## src/hdl/gyro_wiggle_return_sequencer_top_defines.svh

```systemverilog
// assertion macros for the gyro wiggle return sequencer
`ifndef GYRO_WIGGLE_RETURN_SEQUENCER_TOP_DEFINES_SVH
`define GYRO_WIGGLE_RETURN_SEQUENCER_TOP_DEFINES_SVH

// property holds on every edge outside reset
`define GWR_ASSERT(label, prop, msg) \
  label: assert property (@(posedge clk) disable iff (rst) (prop)) else $error(msg);

// implication checked in the next cycle
`define GWR_ASSERT_NEXT(label, ante, cons, msg) \
  label: assert property (@(posedge clk) disable iff (rst) (ante) |=> (cons)) else $error(msg);

`endif

```

## src/hdl/gwr_pkg.sv

```systemverilog
// ----------------------------------------------------------------------------
// gwr_pkg
// types and constants shared by the gyro wiggle return sequencer
// ----------------------------------------------------------------------------
package gwr_pkg;

  typedef enum logic [3:0] {
    PH_IDLE = 4'd0, PH_BIAS = 4'd1, PH_LEFT1 = 4'd2, PH_PAUSE1 = 4'd3,
    PH_RIGHT1 = 4'd4, PH_PAUSE2 = 4'd5, PH_LEFT2 = 4'd6, PH_PAUSE3 = 4'd7,
    PH_RIGHT2 = 4'd8, PH_SETTLE = 4'd9, PH_PROBE = 4'd10, PH_RETDRIVE = 4'd11
  } phase_t;

  typedef enum logic [2:0] {
    FR_NONE = 3'd0, FR_NO_SENSOR = 3'd1, FR_READ_FAIL = 3'd2,
    FR_ALREADY = 3'd3, FR_CENTERED = 3'd4, FR_TIMEOUT = 3'd5
  } reason_t;

  typedef enum logic [1:0] {
    CMD_TICK = 2'd0, CMD_START = 2'd1, CMD_STOP = 2'd2, CMD_NONE = 2'd3
  } cmd_t;

  typedef enum logic [2:0] {
    ST_IDLE, ST_DIV, ST_MUL, ST_QDIV, ST_PHASE, ST_OUT
  } seq_t;

  localparam logic [2:0] REG_BIAS   = 3'd0;
  localparam logic [2:0] REG_PROBE  = 3'd1;
  localparam logic [2:0] REG_TOUT   = 3'd2;
  localparam logic [2:0] REG_DEAD   = 3'd3;
  localparam logic [2:0] REG_FLIP   = 3'd4;
  localparam logic [2:0] REG_DUTY1  = 3'd5;
  localparam logic [2:0] REG_DUTY2  = 3'd6;
  localparam logic [2:0] REG_RDUTY  = 3'd7;

  localparam logic [15:0] LEN_WIG1  = 16'd210;
  localparam logic [15:0] LEN_PAUSE = 16'd120;
  localparam logic [15:0] LEN_WIG2  = 16'd170;
  localparam logic [15:0] LEN_P3    = 16'd100;
  localparam logic [15:0] CNT_MAX   = 16'hffff;

  // ceil(2^39 / 1000), exact floor division for magnitudes below 2^32
  localparam logic [29:0] RECIP_1000 = 30'd549755814;

endpackage

```

## src/hdl/gyro_wiggle_return_sequencer_top.sv

```systemverilog
// ----------------------------------------------------------------------------
// gyro_wiggle_return_sequencer_top
// gyro-steered wiggle and return motor sequencer with bias estimation
// ----------------------------------------------------------------------------
// Each command word gives one status word. A start, stop, unused or
// non-integrating tick passes through accept, update and output; an
// integrating tick adds a multiply state and a state that scales the
// rate-time product by 1/1000 with a reciprocal multiply; the tick that
// closes the bias phase runs a restoring divider, one quotient bit per
// cycle over 40 bits, which is the longest case. A status word that is
// not taken holds the block in output. The block takes no new word while
// one is being worked on.
module gyro_wiggle_return_sequencer_top (
  input  logic        clk,
  input  logic        rst,
  input  logic        in_valid,
  output logic        in_ready,
  input  logic [1:0]  cmd,
  input  logic [31:0] now_ms,
  input  logic        sensor_ready,
  input  logic signed [21:0] yaw_rate_mdps,
  output logic        out_valid,
  input  logic        out_ready,
  output logic        motor_on,
  output logic        left_reverse,
  output logic        right_reverse,
  output logic [7:0]  duty,
  output logic [3:0]  phase_code,
  output logic        busy_res,
  output logic [2:0]  finish_reason,
  output logic signed [31:0] yaw_angle_mdeg,
  output logic signed [21:0] bias_mdps,
  input  logic        cfg_valid,
  output logic        cfg_ready,
  input  logic [2:0]  cfg_index,
  input  logic [31:0] cfg_data
);
  import gwr_pkg::*;
`include "gyro_wiggle_return_sequencer_top_defines.svh"

  // configuration
  logic [15:0] bias_window, probe_time, ret_timeout;
  logic [19:0] deadband, flip_margin;
  logic [7:0]  duty1, duty2, rduty;

  assign cfg_ready = 1'b1;
  always_ff @(posedge clk) begin
    if (rst) begin
      bias_window <= 16'd240; probe_time <= 16'd90; ret_timeout <= 16'd700;
      deadband <= 20'd1800; flip_margin <= 20'd300;
      duty1 <= 8'd200; duty2 <= 8'd195; rduty <= 8'd180;
    end else if (cfg_valid) begin
      case (cfg_index)
        REG_BIAS:  bias_window <= cfg_data[15:0];
        REG_PROBE: probe_time  <= cfg_data[15:0];
        REG_TOUT:  ret_timeout <= cfg_data[15:0];
        REG_DEAD:  deadband    <= cfg_data[19:0];
        REG_FLIP:  flip_margin <= cfg_data[19:0];
        REG_DUTY1: duty1       <= cfg_data[7:0];
        REG_DUTY2: duty2       <= cfg_data[7:0];
        REG_RDUTY: rduty       <= cfg_data[7:0];
        default: ;
      endcase
    end
  end

  // run state
  phase_t       phase;
  logic [31:0]  phase_start, last_time, heading, probe_abs, ret_start;
  logic [15:0]  phase_len, off_count;
  logic signed [39:0] off_sum;
  logic signed [21:0] off_value;
  logic         turn_neg;
  logic [10:0]  drive;
  reason_t      reason;

  // captured word
  cmd_t         c_cmd;
  logic [31:0]  c_now;
  logic         c_ready;

  // shared subtract-shift unit
  logic [39:0]  dvd;      // dividend, shifts out to the left
  logic [39:0]  rem;      // partial remainder
  logic [39:0]  dsr;      // divisor
  logic [5:0]   cnt;
  logic         neg;
  logic signed [29:0] prod;
  logic signed [22:0] diff;

  seq_t st, st_next;

  logic [39:0] rem_sh;
  logic [40:0] rem_sub;
  assign rem_sh  = {rem[38:0], dvd[39]};
  assign rem_sub = {1'b0, rem_sh} - {1'b0, dsr};

  // scaled step magnitude, rate-time product over 1000
  logic [59:0] q_prod;
  logic [31:0] q_step;
  assign q_prod = dvd[29:0] * RECIP_1000;
  assign q_step = {11'd0, q_prod[59:39]};

  logic [31:0] abs_h, since_ret, since_phase;
  assign abs_h = heading[31] ? (32'd0 - heading) : heading;
  assign since_ret = c_now - ret_start;
  assign since_phase = c_now - phase_start;

  // which work a newly accepted word needs
  logic tick_go, bias_div, int_go;
  assign tick_go  = in_valid && (cmd_t'(cmd) == CMD_TICK) && sensor_ready
                    && (phase != PH_IDLE);
  assign bias_div = tick_go && (phase == PH_BIAS)
                    && ((now_ms - phase_start) >= {16'd0, phase_len});
  assign int_go   = tick_go && (phase != PH_BIAS) && (last_time != 32'd0);

  // next state
  always_comb begin
    st_next = st;
    case (st)
      ST_IDLE: begin
        if (bias_div) st_next = ST_DIV;
        else if (int_go) st_next = ST_MUL;
        else if (in_valid) st_next = ST_PHASE;
      end
      ST_DIV:  if (cnt == 6'd0) st_next = ST_PHASE;
      ST_MUL:  st_next = ST_QDIV;
      ST_QDIV: st_next = ST_PHASE;
      ST_PHASE: st_next = ST_OUT;
      ST_OUT:  if (out_ready) st_next = ST_IDLE;
      default: st_next = ST_IDLE;
    endcase
  end

  // outputs
  always_comb begin
    in_ready = (st == ST_IDLE);
    out_valid = (st == ST_OUT);
    motor_on = drive[0];
    left_reverse = drive[1];
    right_reverse = drive[2];
    duty = drive[10:3];
    phase_code = phase;
    busy_res = (phase != PH_IDLE);
    finish_reason = reason;
    yaw_angle_mdeg = heading;
    bias_mdps = off_value;
  end

  always_ff @(posedge clk) begin
    if (rst) begin
      st <= ST_IDLE;
      phase <= PH_IDLE; phase_start <= '0; phase_len <= '0;
      off_sum <= '0; off_count <= '0; off_value <= '0; heading <= '0;
      last_time <= '0; turn_neg <= 1'b0; probe_abs <= '0; ret_start <= '0;
      drive <= '0; reason <= FR_NONE;
    end else begin
      st <= st_next;
      case (st)
        ST_IDLE: if (in_valid) begin
          c_cmd <= cmd_t'(cmd); c_now <= now_ms; c_ready <= sensor_ready;
        end
        ST_DIV: if (cnt != 6'd0) begin
          dvd <= {dvd[38:0], ~rem_sub[40]};
          rem <= rem_sub[40] ? rem_sh : rem_sub[39:0];
          cnt <= cnt - 6'd1;
        end
        ST_MUL: begin
          neg <= prod[29];
          dvd <= {10'd0, (prod[29] ? 30'(-prod) : 30'(prod))};
        end
        default: ;
      endcase

      if (st == ST_PHASE) begin : phase_step
        reason_t r;
        r = FR_NONE;
        case (c_cmd)
          CMD_START: begin
            drive <= '0;
            if (!c_ready) begin
              phase <= PH_IDLE; r = FR_NO_SENSOR;
            end else begin
              off_sum <= '0; off_count <= '0; off_value <= '0; heading <= '0;
              turn_neg <= 1'b0; probe_abs <= '0; last_time <= '0;
              phase <= PH_BIAS; phase_start <= c_now; phase_len <= bias_window;
            end
          end
          CMD_STOP: begin phase <= PH_IDLE; drive <= '0; end
          CMD_TICK: if (phase != PH_IDLE) begin
            if (!c_ready) begin
              phase <= PH_IDLE; drive <= '0; r = FR_READ_FAIL;
            end else if (phase == PH_PROBE || phase == PH_RETDRIVE) begin
              if (abs_h <= {12'd0, deadband}) begin
                phase <= PH_IDLE; drive <= '0; r = FR_CENTERED;
              end else if (since_ret >= {16'd0, ret_timeout}) begin
                phase <= PH_IDLE; drive <= '0; r = FR_TIMEOUT;
              end else if (phase == PH_PROBE && since_ret >= {16'd0, probe_time}) begin
                logic tn;
                tn = turn_neg;
                if ({1'b0, abs_h} > ({1'b0, probe_abs} + 33'(flip_margin))) tn = ~turn_neg;
                turn_neg <= tn;
                phase <= PH_RETDRIVE;
                drive <= {rduty, ~tn, tn, 1'b1};
              end
            end else if (since_phase >= {16'd0, phase_len}) begin
              case (phase)
                PH_BIAS: begin
                  if (off_count != 16'd0)
                    off_value <= 22'(neg ? (40'd0 - dvd) : dvd);
                  last_time <= c_now;
                  phase <= PH_LEFT1; phase_len <= LEN_WIG1;
                  drive <= {duty1, 1'b1, 1'b0, 1'b1};
                end
                PH_LEFT1: begin phase <= PH_PAUSE1; phase_len <= LEN_PAUSE; drive <= '0; end
                PH_PAUSE1: begin
                  phase <= PH_RIGHT1; phase_len <= LEN_WIG1;
                  drive <= {duty1, 1'b0, 1'b1, 1'b1};
                end
                PH_RIGHT1: begin phase <= PH_PAUSE2; phase_len <= LEN_PAUSE; drive <= '0; end
                PH_PAUSE2: begin
                  phase <= PH_LEFT2; phase_len <= LEN_WIG2;
                  drive <= {duty2, 1'b1, 1'b0, 1'b1};
                end
                PH_LEFT2: begin phase <= PH_PAUSE3; phase_len <= LEN_P3; drive <= '0; end
                PH_PAUSE3: begin
                  phase <= PH_RIGHT2; phase_len <= LEN_WIG2;
                  drive <= {duty2, 1'b0, 1'b1, 1'b1};
                end
                PH_RIGHT2: begin phase <= PH_SETTLE; phase_len <= LEN_PAUSE; drive <= '0; end
                PH_SETTLE: begin
                  logic tn2;
                  tn2 = (heading != 32'd0) && !heading[31];
                  ret_start <= c_now; turn_neg <= tn2; probe_abs <= abs_h;
                  if (abs_h <= {12'd0, deadband}) begin
                    phase <= PH_IDLE; drive <= '0; r = FR_ALREADY;
                  end else begin
                    phase <= PH_PROBE;
                    drive <= {rduty, ~tn2, tn2, 1'b1};
                  end
                end
                default: ;
              endcase
              phase_start <= c_now;
            end
          end
          default: ;
        endcase
        reason <= r;
      end

      // arithmetic on entry from idle into the tick work
      if (st == ST_IDLE && tick_go) begin
        if (phase == PH_BIAS) begin
          if (off_count != CNT_MAX) begin
            off_sum <= off_sum + 40'(yaw_rate_mdps);
            off_count <= off_count + 16'd1;
          end
          if (bias_div) begin
            // divide the sum including this sample
            logic signed [39:0] s;
            logic [15:0] n;
            s = (off_count != CNT_MAX) ? off_sum + 40'(yaw_rate_mdps) : off_sum;
            n = (off_count != CNT_MAX) ? off_count + 16'd1 : off_count;
            neg <= s[39];
            dvd <= s[39] ? 40'(-s) : s;
            rem <= '0; dsr <= {24'd0, n}; cnt <= 6'd40;
          end
        end else if (last_time == 32'd0) begin
          last_time <= now_ms;
        end else begin
          diff <= 23'(yaw_rate_mdps) - 23'(off_value);
          last_time <= now_ms;
        end
      end

      // finish integration
      if (st == ST_QDIV)
        heading <= heading + (neg ? (32'd0 - q_step) : q_step);
    end
  end

  // dt must come from the time before last_time is updated
  logic [31:0] dt_hold;
  always_ff @(posedge clk) begin
    if (st == ST_IDLE) dt_hold <= ((now_ms - last_time) > 32'd80) ? 32'd80 :
                        ((now_ms - last_time) == 32'd0) ? 32'd1 : (now_ms - last_time);
  end
  assign prod = 30'(diff) * $signed({23'd0, dt_hold[6:0]});

  `GWR_ASSERT(a_busy_phase, busy_res == (phase_code != PH_IDLE), "busy mismatch")
  `GWR_ASSERT(a_no_both, !(in_ready && out_valid), "ready while result pending")
  `GWR_ASSERT(a_motor_off, motor_on || (duty == 8'd0 && !left_reverse), "stopped not clear")
  `GWR_ASSERT_NEXT(a_hold, out_valid && !out_ready, out_valid, "result dropped")

endmodule
```

## config.mk

```make
export PLATFORM = sky130hd
export DESIGN_NAME = gyro_wiggle_return_sequencer_top
export DESIGN_NICKNAME = d
export VERILOG_FILES = /design/src/hdl/gwr_pkg.sv /design/src/hdl/gyro_wiggle_return_sequencer_top.sv
export VERILOG_INCLUDE_DIRS = /design/src /design/src/hdl
export SDC_FILE = /design/constraint.sdc
export NUM_CORES = 2
export LEC_CHECK = 0
export BUFFER_PORTS_ARGS = -buffer_cell sky130_fd_sc_hd__buf_2
export CORE_ASPECT_RATIO = 0.5
export CORE_MARGIN = 3
export CORE_UTILIZATION = 30
export CTS_CLUSTER_SIZE = 12
export DETAILED_ROUTE_END_ITERATION = 12
export PLACE_DENSITY = 0.43
export SLEW_MARGIN = 40
export SYNTH_ARGS = -nofsm -noshare
export SYNTH_HDL_FRONTEND = slang
export SYNTH_SLANG_ARGS = --single-unit
```

## constraint.sdc

```tcl
create_clock -name clk -period 14.2 [get_ports clk]
set_input_delay 4.26 -clock clk [delete_from_list [all_inputs] [get_ports clk]]
set_output_delay 4.26 -clock clk [all_outputs]
set_load 0.1 [all_outputs]
```

==> results.json <==
{
  "insertion_delay_ns": 0.71,
  "grt_pass1_vias": 50600,
  "grt_pass1_wl_um": 321000,
  "cts_tree": "yes",
  "route.detailed.drc": 0,
  "fin_crit_ns": 12.27,
  "post_cts_buffers": 0,
  "initial_core_util_pct": 30.3,
  "maxCapViolCount": 0,
  "pin_count": 173,
  "synthesis.area_per_instance_um2": 8.32,
  "drt_iter0_markers": 3533,
  "path_class": "register to register",
  "ys_ff_latch": 555,
  "synth_edf_count": 167,
  "finalSetupTns_ns": 0,
  "setup_viol": 0,
  "die-area_um2": 213000,
  "yosysSeqAreaShare_pct": 20.6,
  "slew_violations": 0,
  "clock_path_buffers": 3,
  "place.gp.congestion": 0.866,
  "max_freq_mhz": 81.5,
  "crit_fanout": 13,
  "slowest_delay_ns": 0.90,
  "tightestPinTransition_ns": 0.849,
  "fin_nets": 8829,
  "synth.most_common_cell": "inv_1",
  "root_buffer": "clkbuf_16",
  "worst_setup_path_start_kind": "register",
  "place_inst": 10200,
  "grt_usage_pct": 19.5,
  "row_count": 117,
  "whs_ns": 0.454,
  "syn_nets": 8789,
  "worst-r2r-cell-count": 41,
  "syn_to_final_growth_pct": 10.9,
  "hold_class": "register to register",
  "hpwl_um": 167000,
  "wire_per_inst_um": 20.4,
  "port_buffers": 159,
  "fp.dieW_um": 649,
  "crit_required_ns": 14.76,
  "post_cts_resized": 0,
  "routed_via_density": 5.02,
  "clkSinkCount": 555,
  "end_kind": "register",
  "core-area_um2": 205000,
  "worstHoldPathCells": 2,
  "skew_ns": 0.0622,
  "antenna_found_initial": 4,
  "first_pass_iters": 6,
  "rsz0062_at_grt": "no",
  "grt_max_degree": 113,
  "cp_slowest_cell": "edfxtp_1",
  "drt_wl_total_um": 210000,
  "cpMostUsedCell": "fa_1",
  "ys_types": 98,
  "path_clk_slew_ns": 0.06,
  "synth.area.top_cells": "ha_1 17%, fa_1 13%, dfxtp_1 13%",
  "netlist_instances": 7457,
  "yosysTopAreaCellShare_pct": 16.8,
  "placed_area_um2": 66200,
  "hold_viol_final": 0,
  "fin_cells": 10300,
  "dr_total_vias": 51700,
  "synth_ff_type": "dfxtp_1",
  "synth_largest_area_cell": "ha_1",
  "arrival_ns": 12.83,
  "status": "finished, final reports clean",
  "htreeDepth": 3,
  "post-route-period-util_pct": 86.4,
  "gr-total-overflow": 0,
  "numCtsBuffers": 73,
  "maxSlewHeadroom_pct": 41.9,
  "hold_buffers": 0,
  "yosysWarnings": 0,
  "drtAntennaViolNets": 0,
  "synthArstFlopShare_pct": 0,
  "syn_area_um2": 62000,
  "synthTopCellsByCount": "996 x inv_1, 831 x ha_1, 640 x nand2_1",
  "die_y_um": 328,
  "drive_gt1_share_pct": 6.09,
  "stdcell_area_um2": 68800
}
## state kept, by name, summed over array words and instances, names as in the netlist, 22 cells and up
signal / count
dvd: 40
yaw_angle_mdeg: 32
probe_abs: 32
last_time: 32
off_sum: 40
bias_mdps: 22
ret_start: 32
phase_start: 32
c_now: 32
rem: 39
diff: 23
## cells by family after synthesis
family          synth area share (%)
compound gates                  17.3
buf+inv                         7.75
xor+xnor                        5.32
simple gates                    17.4
other cells                  0.00604
mux                             1.88
flops                           20.6
fa+ha+maj                       29.8
## cells in the final DEF (no fill, tap or decap), types with 43 or more instances in the layout
cell,count
xnor2_1,251
nor2b_1,55
nand3_1,217
a31oi_1,84
fa_1,404
a21oi_1,543
a21o_1,146
o21bai_1,43
dfxtp_1,388
nor2_1,582
xor2_1,124
buf_2,158
nand4_1,62
mux2i_1,111
o21ai_0,299
a211oi_1,73
o211ai_1,57
inv_1,996
nor3_1,116
o31ai_1,45
buf_4,70
nand2_1,639
and3_1,63
o21a_1,65
clkbuf_16,73
edfxtp_1,167
and2_1,175
ha_1,831
nand2b_1,66
## layout make-up
class / instances / area [um^2]
inverter: 997 / 3750
sequential: 555 / 12800
fill: 21600 / 136000
timing repair buffer: 244 / 1540
antenna: 1 / 2.50
clock buffer: 103 / 2110
multi-input combinational: 5626 / 44700
tap: 2737 / 3420
clock inverter: 30 / 490
## layer usage
| metal | part of all wire [%] | track usage [%] | wire length [um] |
|---|---|---|---|
| met5 | 0 | 0 | 0 |
| met3 | 3.2 | 1.95 | 6780 |
| met4 | 2.1 | 4.09 | 4390 |
| met2 | 46 | 32.2 | 96700 |
| met1 | 49 | 27.4 | 102000 |
## path summary, 6_finish.rpt
check | startpoint | to | slack [ns]
min reg2reg | deadband[12] | deadband[12] | 0.45
min | deadband[12] | deadband[12] | 0.45
max | dvd[6] | yaw_angle_mdeg[31] | 1.93
max reg2reg | dvd[6] | yaw_angle_mdeg[31] | 1.93
## stage by stage
stage                     setup WS [ns]  utilization (%)
after detailed placement           1.90             32.4
after CTS                          1.85             33.6
final                              1.93             33.6
after global placement             1.97             32.2
after global routing               1.12             33.6
after floorplan                    3.39                -
## worst max-delay path: cells and delay by family, from the launching register on
kind                     cells  cell delay [ns]
AO/OA/AOI/OAI               16             4.22
XOR/XNOR                     2             0.34
flip-flops                   1             0.90
AND/OR/NAND/NOR              8             1.93
buffers and inverters        5             0.45
adder cells (fa/ha/maj)     10             4.30
Power is not shown: default switching activity piles up to over one toggle a cycle in this logic, so the estimate is an artifact.
